## src/design/assert_macros.svh

```systemverilog
// ----------------------------------------------------------------------------
// Assertion macros
// Concurrent assertion wrappers shared by the RTL. They compile to nothing
// when SYNTHESIS is defined.
// ----------------------------------------------------------------------------
`ifndef ASSERT_MACROS_SVH
`define ASSERT_MACROS_SVH

`ifndef SYNTHESIS
`define ASSERT_CLK(lbl, clk, rst_n, prop) \
  lbl: assert property (@(posedge clk) disable iff (!rst_n) (prop)) \
    else $error("assertion failed");
`define ASSERT_CLK_NORST(lbl, clk, prop) \
  lbl: assert property (@(posedge clk) (prop)) \
    else $error("assertion failed");
`else
`define ASSERT_CLK(lbl, clk, rst_n, prop)
`define ASSERT_CLK_NORST(lbl, clk, prop)
`endif

`endif

```

## src/design/hcp_pkg.sv

```systemverilog
// ----------------------------------------------------------------------------
// HOG cell histogram packer package
// Widths, types and constants shared by the packer modules and interfaces.
// ----------------------------------------------------------------------------
`default_nettype none

package hcp_pkg;

  localparam int PIX_W    = 8;
  localparam int BIN_W    = 4;
  localparam int NUM_BINS = 8;
  localparam int CODE_W   = $clog2(NUM_BINS);
  localparam int MAG_W    = PIX_W + 1;
  localparam int HIST_W   = BIN_W * NUM_BINS;

  localparam logic [BIN_W-1:0] BIN_MAX = {BIN_W{1'b1}};

  typedef logic [PIX_W-1:0]  pix_t;
  typedef logic [MAG_W-1:0]  mag_t;
  typedef logic [CODE_W-1:0] code_t;
  typedef logic [BIN_W-1:0]  bin_t;
  typedef logic [HIST_W-1:0] hist_t;

  typedef struct packed {
    pix_t cur_pixel;
    pix_t left_pixel;
    pix_t up_pixel;
    logic cell_end;
  } pix_item_t;

  typedef struct packed {
    code_t code;
    logic  count;
  } hcp_vote_t;

  typedef struct packed {
    hist_t hist_word;
    logic  bin_overflow;
  } hist_item_t;

endpackage

`default_nettype wire

```

## src/design/hcp_if.sv

```systemverilog
// ----------------------------------------------------------------------------
// HOG cell histogram packer channel interfaces
// Valid/ready channels for pixel items and packed histogram results.
// ----------------------------------------------------------------------------
`default_nettype none

interface hcp_in_if import hcp_pkg::*; ();
  logic valid;
  logic ready;
  pix_t cur_pixel;
  pix_t left_pixel;
  pix_t up_pixel;
  logic cell_end;

  modport source (output valid, output cur_pixel, output left_pixel,
                  output up_pixel, output cell_end, input ready);
  modport sink   (input valid, input cur_pixel, input left_pixel,
                  input up_pixel, input cell_end, output ready);
endinterface

interface hcp_out_if import hcp_pkg::*; ();
  logic  valid;
  logic  ready;
  hist_t hist_word;
  logic  bin_overflow;

  modport source (output valid, output hist_word, output bin_overflow, input ready);
  modport sink   (input valid, input hist_word, input bin_overflow, output ready);
endinterface

`default_nettype wire

```

## src/design/hcp_grad.sv

```systemverilog
// ----------------------------------------------------------------------------
// Gradient and orientation vote
// Forms the signed gradients, the orientation code and the threshold test.
// ----------------------------------------------------------------------------
`default_nettype none

module hcp_grad import hcp_pkg::*; (
  input  pix_t      cur_pixel,
  input  pix_t      left_pixel,
  input  pix_t      up_pixel,
  input  mag_t      mag_threshold,
  output hcp_vote_t vote
);

  logic [PIX_W:0] gx;
  logic [PIX_W:0] gy;
  logic [PIX_W:0] gx_neg;
  logic [PIX_W:0] gy_neg;
  pix_t           ax;
  pix_t           ay;
  mag_t           mag;

  always_comb begin
    gx     = {1'b0, cur_pixel} - {1'b0, left_pixel};
    gy     = {1'b0, up_pixel} - {1'b0, cur_pixel};
    gx_neg = -gx;
    gy_neg = -gy;
    ax     = gx[PIX_W] ? gx_neg[PIX_W-1:0] : gx[PIX_W-1:0];
    ay     = gy[PIX_W] ? gy_neg[PIX_W-1:0] : gy[PIX_W-1:0];
    mag    = {1'b0, ax} + {1'b0, ay};
    vote.code  = {gy[PIX_W], gx[PIX_W], (ay > ax)};
    vote.count = (mag >= mag_threshold);
  end

endmodule

`default_nettype wire

```

## src/design/hcp_bins.sv

```systemverilog
// ----------------------------------------------------------------------------
// Saturating bin accumulator
// Holds the eight orientation bins of the current cell and packs them.
// ----------------------------------------------------------------------------
`default_nettype none

module hcp_bins import hcp_pkg::*; (
  input  logic       clk,
  input  logic       rst_n,
  input  logic       upd,
  input  logic       cell_end,
  input  hcp_vote_t  vote,
  output hist_item_t packed_nxt
);

  bin_t bins_r   [NUM_BINS];
  bin_t bins_nxt [NUM_BINS];
  logic ovf_r;
  logic ovf_nxt;
  logic sat_hit;

  always_comb begin
    sat_hit = vote.count && (bins_r[vote.code] == BIN_MAX);
    for (int i = 0; i < NUM_BINS; i++) begin
      if (vote.count && (vote.code == code_t'(i)) && (bins_r[i] != BIN_MAX)) begin
        bins_nxt[i] = bins_r[i] + bin_t'(1);
      end else begin
        bins_nxt[i] = bins_r[i];
      end
      packed_nxt.hist_word[i*BIN_W +: BIN_W] = bins_nxt[i];
    end
    ovf_nxt = ovf_r | sat_hit;
    packed_nxt.bin_overflow = ovf_nxt;
  end

  always_ff @(posedge clk) begin
    if (!rst_n) begin
      for (int i = 0; i < NUM_BINS; i++) begin
        bins_r[i] <= '0;
      end
      ovf_r <= 1'b0;
    end else if (upd) begin
      for (int i = 0; i < NUM_BINS; i++) begin
        bins_r[i] <= cell_end ? '0 : bins_nxt[i];
      end
      ovf_r <= cell_end ? 1'b0 : ovf_nxt;
    end
  end

endmodule

`default_nettype wire

```

## src/design/hog_cell_histogram_packer_unit.sv

```systemverilog
// A result is captured in the result register when the last pixel of its cell leaves the input register.
// Throughput: one pixel per cycle while no cell end is stalled; the bin update is a
// read-modify-write of the bin registers between the input and result registers.
// A cell end stalls only while the result register still holds an untaken result.
// Reset (synchronous, active low) clears the bins, the overflow mark, the threshold
// and both valid flags.
// ----------------------------------------------------------------------------
// HOG cell histogram packer
// Builds an 8-bin orientation histogram per cell and emits it packed in a word.
// ----------------------------------------------------------------------------
`default_nettype none

`include "assert_macros.svh"

module hog_cell_histogram_packer_unit import hcp_pkg::*; (
  input  logic         clk,
  input  logic         rst_n,
  input  logic         cfg_we,
  input  mag_t         cfg_wdata,
  hcp_in_if.sink       in_chan,
  hcp_out_if.source    out_chan
);

  mag_t       thr_r;
  pix_item_t  s1_r;
  logic       s1_valid_r;
  logic       s1_fire;
  logic       out_free;
  hist_item_t out_r;
  logic       out_valid_r;
  hcp_vote_t  vote;
  hist_item_t packed_nxt;
  logic       any_full;

  assign out_free     = !out_valid_r || out_chan.ready;
  assign s1_fire      = s1_valid_r && (!s1_r.cell_end || out_free);
  assign in_chan.ready = !s1_valid_r || s1_fire;

  always_ff @(posedge clk) begin
    if (!rst_n) begin
      thr_r <= '0;
    end else if (cfg_we) begin
      thr_r <= cfg_wdata;
    end
  end

  always_ff @(posedge clk) begin
    if (!rst_n) begin
      s1_valid_r <= 1'b0;
    end else if (in_chan.ready) begin
      s1_valid_r <= in_chan.valid;
    end
  end

  always_ff @(posedge clk) begin
    if (in_chan.ready && in_chan.valid) begin
      s1_r.cur_pixel  <= in_chan.cur_pixel;
      s1_r.left_pixel <= in_chan.left_pixel;
      s1_r.up_pixel   <= in_chan.up_pixel;
      s1_r.cell_end   <= in_chan.cell_end;
    end
  end

  hcp_grad u_grad (
    .cur_pixel     (s1_r.cur_pixel),
    .left_pixel    (s1_r.left_pixel),
    .up_pixel      (s1_r.up_pixel),
    .mag_threshold (thr_r),
    .vote          (vote)
  );

  hcp_bins u_bins (
    .clk        (clk),
    .rst_n      (rst_n),
    .upd        (s1_fire),
    .cell_end   (s1_r.cell_end),
    .vote       (vote),
    .packed_nxt (packed_nxt)
  );

  always_ff @(posedge clk) begin
    if (!rst_n) begin
      out_valid_r <= 1'b0;
    end else if (s1_fire && s1_r.cell_end) begin
      out_valid_r <= 1'b1;
    end else if (out_chan.ready) begin
      out_valid_r <= 1'b0;
    end
  end

  always_ff @(posedge clk) begin
    if (s1_fire && s1_r.cell_end) begin
      out_r <= packed_nxt;
    end
  end

  assign out_chan.valid        = out_valid_r;
  assign out_chan.hist_word    = out_r.hist_word;
  assign out_chan.bin_overflow = out_r.bin_overflow;

  always_comb begin
    any_full = 1'b0;
    for (int i = 0; i < NUM_BINS; i++) begin
      any_full = any_full | (out_r.hist_word[i*BIN_W +: BIN_W] == BIN_MAX);
    end
  end

  `ASSERT_CLK(a_no_overwrite, clk, rst_n,
              !(out_valid_r && !out_chan.ready && s1_fire && s1_r.cell_end))
  `ASSERT_CLK(a_out_from_end, clk, rst_n,
              $rose(out_valid_r) |-> $past(s1_fire && s1_r.cell_end))
  `ASSERT_CLK(a_ovf_has_full_bin, clk, rst_n,
              (out_valid_r && out_r.bin_overflow) |-> any_full)
  `ASSERT_CLK_NORST(a_empty_ready, clk, (rst_n && !s1_valid_r) |-> in_chan.ready)

endmodule

`default_nettype wire

```

## src/flat_wrapper.sv

```systemverilog
// flat-port wrapper written by rule: the top's interface ports become plain ports
module hog_cell_histogram_packer_unit_flat import hcp_pkg::*;
  (clk, rst_n, cfg_we, cfg_wdata, in_chan_valid, in_chan_cur_pixel, in_chan_left_pixel, in_chan_up_pixel, in_chan_cell_end, in_chan_ready, out_chan_valid, out_chan_hist_word, out_chan_bin_overflow, out_chan_ready);
  hcp_in_if in_chan_i ();
  hcp_out_if out_chan_i ();
  input  logic clk;
  input  logic rst_n;
  input  logic cfg_we;
  input  mag_t cfg_wdata;
  input wire logic [$bits(in_chan_i.valid)-1:0] in_chan_valid;
  input wire logic [$bits(in_chan_i.cur_pixel)-1:0] in_chan_cur_pixel;
  input wire logic [$bits(in_chan_i.left_pixel)-1:0] in_chan_left_pixel;
  input wire logic [$bits(in_chan_i.up_pixel)-1:0] in_chan_up_pixel;
  input wire logic [$bits(in_chan_i.cell_end)-1:0] in_chan_cell_end;
  output wire logic [$bits(in_chan_i.ready)-1:0] in_chan_ready;
  output wire logic [$bits(out_chan_i.valid)-1:0] out_chan_valid;
  output wire logic [$bits(out_chan_i.hist_word)-1:0] out_chan_hist_word;
  output wire logic [$bits(out_chan_i.bin_overflow)-1:0] out_chan_bin_overflow;
  input wire logic [$bits(out_chan_i.ready)-1:0] out_chan_ready;
  assign in_chan_i.valid = in_chan_valid;
  assign in_chan_i.cur_pixel = in_chan_cur_pixel;
  assign in_chan_i.left_pixel = in_chan_left_pixel;
  assign in_chan_i.up_pixel = in_chan_up_pixel;
  assign in_chan_i.cell_end = in_chan_cell_end;
  assign in_chan_ready = in_chan_i.ready;
  assign out_chan_valid = out_chan_i.valid;
  assign out_chan_hist_word = out_chan_i.hist_word;
  assign out_chan_bin_overflow = out_chan_i.bin_overflow;
  assign out_chan_i.ready = out_chan_ready;
  hog_cell_histogram_packer_unit u_core (.clk(clk), .rst_n(rst_n), .cfg_we(cfg_we), .cfg_wdata(cfg_wdata), .in_chan(in_chan_i), .out_chan(out_chan_i));
endmodule
```

## config.mk

```make
export PLATFORM = sky130hd
export DESIGN_NAME = hog_cell_histogram_packer_unit_flat
export DESIGN_NICKNAME = d
export VERILOG_FILES = /design/src/design/hcp_pkg.sv /design/src/design/hcp_if.sv /design/src/design/hcp_grad.sv /design/src/design/hcp_bins.sv /design/src/design/hog_cell_histogram_packer_unit.sv /design/src/flat_wrapper.sv
export VERILOG_INCLUDE_DIRS = /design/src /design/src/design
export SDC_FILE = /design/constraint.sdc
export NUM_CORES = 1
export LEC_CHECK = 0
export ABC_AREA = 1
export ABC_CLOCK_PERIOD_IN_PS = 5500
export BUFFER_PORTS_ARGS = -buffer_cell sky130_fd_sc_hd__buf_4
export CAP_MARGIN = 25
export CELL_PAD_IN_SITES_DETAIL_PLACEMENT = 0
export CELL_PAD_IN_SITES_GLOBAL_PLACEMENT = 1
export CORE_UTILIZATION = 45
export CTS_CLUSTER_DIAMETER = 100
export DETAILED_ROUTE_END_ITERATION = 8
export PLACE_DENSITY_LB_ADDON = 0.1
export SETUP_SLACK_MARGIN = 0.1
export SLEW_MARGIN = 20
export SYNTH_ARGS = -nofsm -noshare
export SYNTH_HDL_FRONTEND = slang
export SYNTH_SLANG_ARGS = --single-unit
export TNS_END_PERCENT = 100
```

## constraint.sdc

```tcl
create_clock -name clk -period 5.5 [get_ports clk]
set_clock_uncertainty 0.15 [all_clocks]
set_input_delay 0.55 -clock clk [delete_from_list [all_inputs] [get_ports clk]]
set_output_delay 0.55 -clock clk [all_outputs]
set_load 0.01 [all_outputs]
```

==> reports/metrics.sh <==
POST-DP-HPWL_UM=9155
CTS-HOLD-FIX-BUFFERS=0
YOSYS-TOP-CELLS-AREA='sky130_fd_sc_hd__edfxtp_1 (43%), sky130_fd_sc_hd__ha_1 (10%), sky130_fd_sc_hd__nand2_1 (9.1%)'
END_KIND='flop'
WORST-R2R-CELL-COUNT=30
FINALMAXSLEWVIOLATIONS=0
WORST_SETUP_PATH_STARTPOINT='u_core.s1_r[9]'
FINAL-SEQ-AREA_SQ_MM=0.002943
NETS=842
TOTAL_OF_MAX_CAP_VIOLATIONS=0
ANTENNADIODECOUNT=0
CTS_SINKS=102
POSTSYNTHAREAPERCELL_SQ_UM=9.317
SETUP_VIOLATIONS=0
NETLIST_AREA_SQ_MM=0.006215
GRT_SETUP_UNREPAIRED='false'
WORST_PATH_LARGEST_CELL_DELAY_PS=390
AREA_GROWTH_SYN_TO_LAYOUT_PCT=17.56
R2R_PATH_END='u_core.u_bins.bins_r[1][2]'
FILL_CELLS=1265
INTERNAL-POWER_mW=1.723
VIAS=4539
TIGHTEST_SLEW_PS=931.9
TRACK_USAGE_PCT=18.05
TOTALNEGATIVESETUPSLACK_PS=0
REMAINING_DRC_ERRORS=0
P_PER_AREA_mW_PER_MM2=379.1
PLACEABLECOREAREA_SQ_MM=0.01335
CPMOSTUSEDCELL='sky130_fd_sc_hd__nand2_1'
SYNTHESIS.NETS=760
FMAX_MHz=197.3
TIMING.SLEW.HEADROOM_PCT=37.72
WORST_PATH_MAX_DELAY_CELL='sky130_fd_sc_hd__edfxtp_1'
WORSTREG2REGSTART='u_core.s1_r[9]'
VIAS_PER_INST=4.881
WORSTSETUPENDPOINT='u_core.u_bins.bins_r[1][2]'
YOSYS.AREA_SHARE.XOR_XNOR_PCT=6.302
CTS_TREE='built'
NUMBER_OF_ANTENNA_VIOLATIONS_AT_THE_FIRST_CHECK_IN_GLOBAL_ROUTING=0
CP_DATA_REQUIRED_TIME_PS=5420
MAX-VDD-IR-DROP_mV=0.2418
MAXIMUM_NUMBER_OF_PINS_ON_ONE_NET_BEFORE_GLOBAL_ROUTE_REPAIR=35
SYNTH-COMPOUND-AREA-SHARE_PCT=8.355
GRT_FIRST_PASS_WIRELENGTH_UM=20440
FIRST_GLOBAL_VIAS=4414
SEQUENTIAL_SHARE_OF_THE_SYNTHESIZED_AREA_PCT=47.35
WORST-ENDPOINT-ARRIVAL_PS=4990
YOSYS.AREA_SHARE.ADDER_PCT=11.23
POWER_FRAC_CLOCK_PCT=23.5
FP.DIEH_UM=119.5
FINAL_STANDARD_CELL_UTILIZATION_OF_THE_CORE_PCT=54.73
SYNTHMUXAREASHARE_PCT=0
CRIT_FANOUT=11
YOSYS_WARNINGS=0
PERIOD_SHARE_PCT=92.14
CRIT_PATH_START_KIND='flop'
DETAIL_ROUTE.FIRST_PASS.ITERATIONS=5
LEAKAGEPOWER_nW=3.364
SYNTHESIS.INSTANCES=667
DOMINANT_COMBINATIONAL_CELL_FAMILY_BY_AREA_AFTER_SYNTHESIS='simple AND/OR/NAND/NOR gates'
SHARE_OF_YOSYS_CELL_AREA_CLAIMED_BY_THE_TOP_AREA_CELL_TYPE_PCT=43.49
STATUS='completed'
MAXIMUM_ROOT_TO_SINK_BUFFER_COUNT=2
CTSROOTBUFFERMASTER='sky130_fd_sc_hd__clkbuf_16'
ROUTED_WIRE_LENGTH_PER_INSTANCE_UM=13.10
POST_LAYOUT_NONFILLER_INSTANCES=930
WL_UM=12180
WORSTHOLDPATHTYPE='in2reg'
TIMING.REG2REG.SETUP_SLACK_PS=430
POWER_FRAC_COMB_PCT=42.0
INITIAL_UTILIZATION_PCT=46.56
GR-TOTAL-OVERFLOW=0
HOLD-WORST-SLACK_PS=218.0
SYNTH.LIB_CELLS_USED.DISTINCT=41
CLOCK_LATENCY_PS=350
MAX_H_TREE_LEVEL=3
DETAIL_ROUTE.ITER0.VIOLATIONS=254
P_SWITCHING_mW=1.046
POST_ROUTE_CELLS_DRIVE_ABOVE_1_SHARE_PCT=16.98
MULTI_INPUT_LOGIC_AREA_SQ_MM=0.002855
DP.CELLS=912
PWR-SHARE-SEQ_PCT=34.6
IO_PINS=74
FLOORPLAN.DIE_AREA_SQ_MM=0.01428
CLKSLEWWORSTSETUPHOLDPATHS_PS=80
NUMCTSBUFFERS=9
TIMING.FINAL.HOLD_VIOLATIONS=0
SYNTH_TOP_AREA_CELL='sky130_fd_sc_hd__edfxtp_1'
CRITICAL_PATH_CLASS='reg2reg'
STD_CELL_ROWS=42
INPUT_OUTPUT_BUFFERS=73
DIE_WIDTH_UM=119.5
TOTALPOWERFINAL_mW=2.769
YOSYS.AREA_SHARE.SIMPLE_PCT=19.71
FIN_CRIT_PS=5068
GP_CONGESTION=0.8224
SYNTH_SEQ_CELLS=102
POSTROUTEANTENNANETS=0
SW_FRAC_OF_TOTAL_PCT=37.77
[kinds of logic (layout without fill, tap and decap cells)]
family	count (synthesis)	in the layout
AO/OA/AOI/OAI	91	91
XOR/XNOR	43	43
adder cells (fa/ha/maj)	54	54
flip-flops	102	102
buffers and inverters	112	199
AND/OR/NAND/NOR	265	265
[metrics by stage]
stage	cell area, sq um	setup slack, ps
after global placement	6963	365.2
after CTS	7259	142.9
after global routing	7306	42.09
final	7306	432.3
after detailed placement	6963	193.9
after floorplan	6215	850.7
[worst max-delay path, delay by kind of cell, from the launching register on]
family	cells	cell delay (ps)
adder cells (fa/ha/maj)	4	1290
AND/OR/NAND/NOR	14	1290
AO/OA/AOI/OAI	5	720
buffers and inverters	4	470
XOR/XNOR	3	460
flip-flops	1	390
[layout by cell type, fill, tap and decap left out, types with 4 or more instances in the layout]
cell / Yosys / layout
sky130_fd_sc_hd__nand2_1: 150 / 147
sky130_fd_sc_hd__inv_1: 99 / 99
sky130_fd_sc_hd__edfxtp_1: 90 / 90
sky130_fd_sc_hd__buf_4: 0 / 77
sky130_fd_sc_hd__a21oi_1: 55 / 55
sky130_fd_sc_hd__ha_1: 51 / 51
sky130_fd_sc_hd__nand3_1: 38 / 38
sky130_fd_sc_hd__nor2_1: 29 / 29
sky130_fd_sc_hd__xor2_1: 25 / 25
sky130_fd_sc_hd__xnor2_1: 16 / 16
sky130_fd_sc_hd__o21ai_0: 17 / 16
sky130_fd_sc_hd__nand4_1: 14 / 14
sky130_fd_sc_hd__dfxtp_1: 12 / 12
sky130_fd_sc_hd__clkbuf_16: 0 / 9
sky130_fd_sc_hd__nand3b_1: 8 / 8
sky130_fd_sc_hd__nor2_4: 7 / 7
sky130_fd_sc_hd__nand2_2: 4 / 5
sky130_fd_sc_hd__inv_2: 5 / 4
[power by group through the flow]
stage                     logic, mW  registers, mW  clock network [mW]
after floorplan               0.874          0.976                   0
after global placement         1.11          0.973                   0
after detailed placement       1.12          0.975                   0
after CTS                      1.12          0.958               0.668
after global routing           1.33          0.964               0.696
final                          1.16          0.957               0.650
[layout make-up]
class / count / share of cell area, %
Clock inverter: 6 / 0.9248
Inverter: 105 / 5.446
Multi-Input combinational cell: 453 / 39.08
Tap cell: 176 / 3.014
Sequential cell: 102 / 40.28
Timing Repair Buffer: 78 / 8.118
Clock buffer: 10 / 3.134
[metal layers]
layer | share of wire [%] | vias up | GRT usage (%)
met1 | 51 | 2065 | 25.43
li1 | - | 2389 | -
met3 | 3.5 | 9 | 3.612
met2 | 45 | 76 | 28.22
met5 | 0 | - | 0
met4 | 1.1 | 0 | 5.000
[cell usage after synthesis, drive strengths merged]
| cell type | instances |
|---|---|
| nand2 | 155 |
| inv | 104 |
| edfxtp | 90 |
| a21oi | 58 |
| ha | 51 |
| nor2 | 39 |
| nand3 | 38 |
| xor2 | 27 |
| o21ai | 20 |
| nand4 | 16 |
| xnor2 | 16 |
| dfxtp | 12 |
| nand3b | 8 |
| clkbuf | 4 |
| or2 | 4 |
| a31oi | 3 |
| buf | 3 |
| fa | 3 |
| o21a | 3 |
| o21bai | 3 |
| and2b | 2 |
| nor3 | 2 |
| a211oi | 1 |
| a21o | 1 |
| and2 | 1 |
| clkinv | 1 |
| o31a | 1 |
| o31ai | 1 |
[worst min path at each step]
| stage | start | slack, ps | end | depth (start not counted) |
|---|---|---|---|---|
| after floorplan | u_core.thr_r[1] | 290 | u_core.thr_r[1] | 2 |
| after global placement | u_core.thr_r[4] | 310 | u_core.thr_r[4] | 2 |
| after detailed placement | u_core.thr_r[6] | 310 | u_core.thr_r[6] | 2 |
| after CTS | in_chan_up_pixel[7] | 210 | u_core.s1_r[8] | 1 |
| after global routing | in_chan_cur_pixel[2] | 210 | u_core.s1_r[19] | 1 |
| final | in_chan_cur_pixel[2] | 220 | u_core.s1_r[19] | 1 |
[repair_timing]
action                                  4_1_cts  5_1_grt
hold endpoints to repair                      0        0
endpoints found under the setup margin        0       60
resized for setup                             0        8
setup buffers                                 0        1
[flip-flops by register name (all words and copies together) (netlist names)]
register,flops
u_core.out_chan.bin_overflow,1
u_core.u_bins.bins_r,32
u_core.u_bins.ovf_r,1
u_core.s1_valid_r,1
u_core.out_chan.hist_word,32
u_core.out_chan.valid,1
u_core.s1_r,25
u_core.thr_r,9
(Power assumes the default switching activity.)
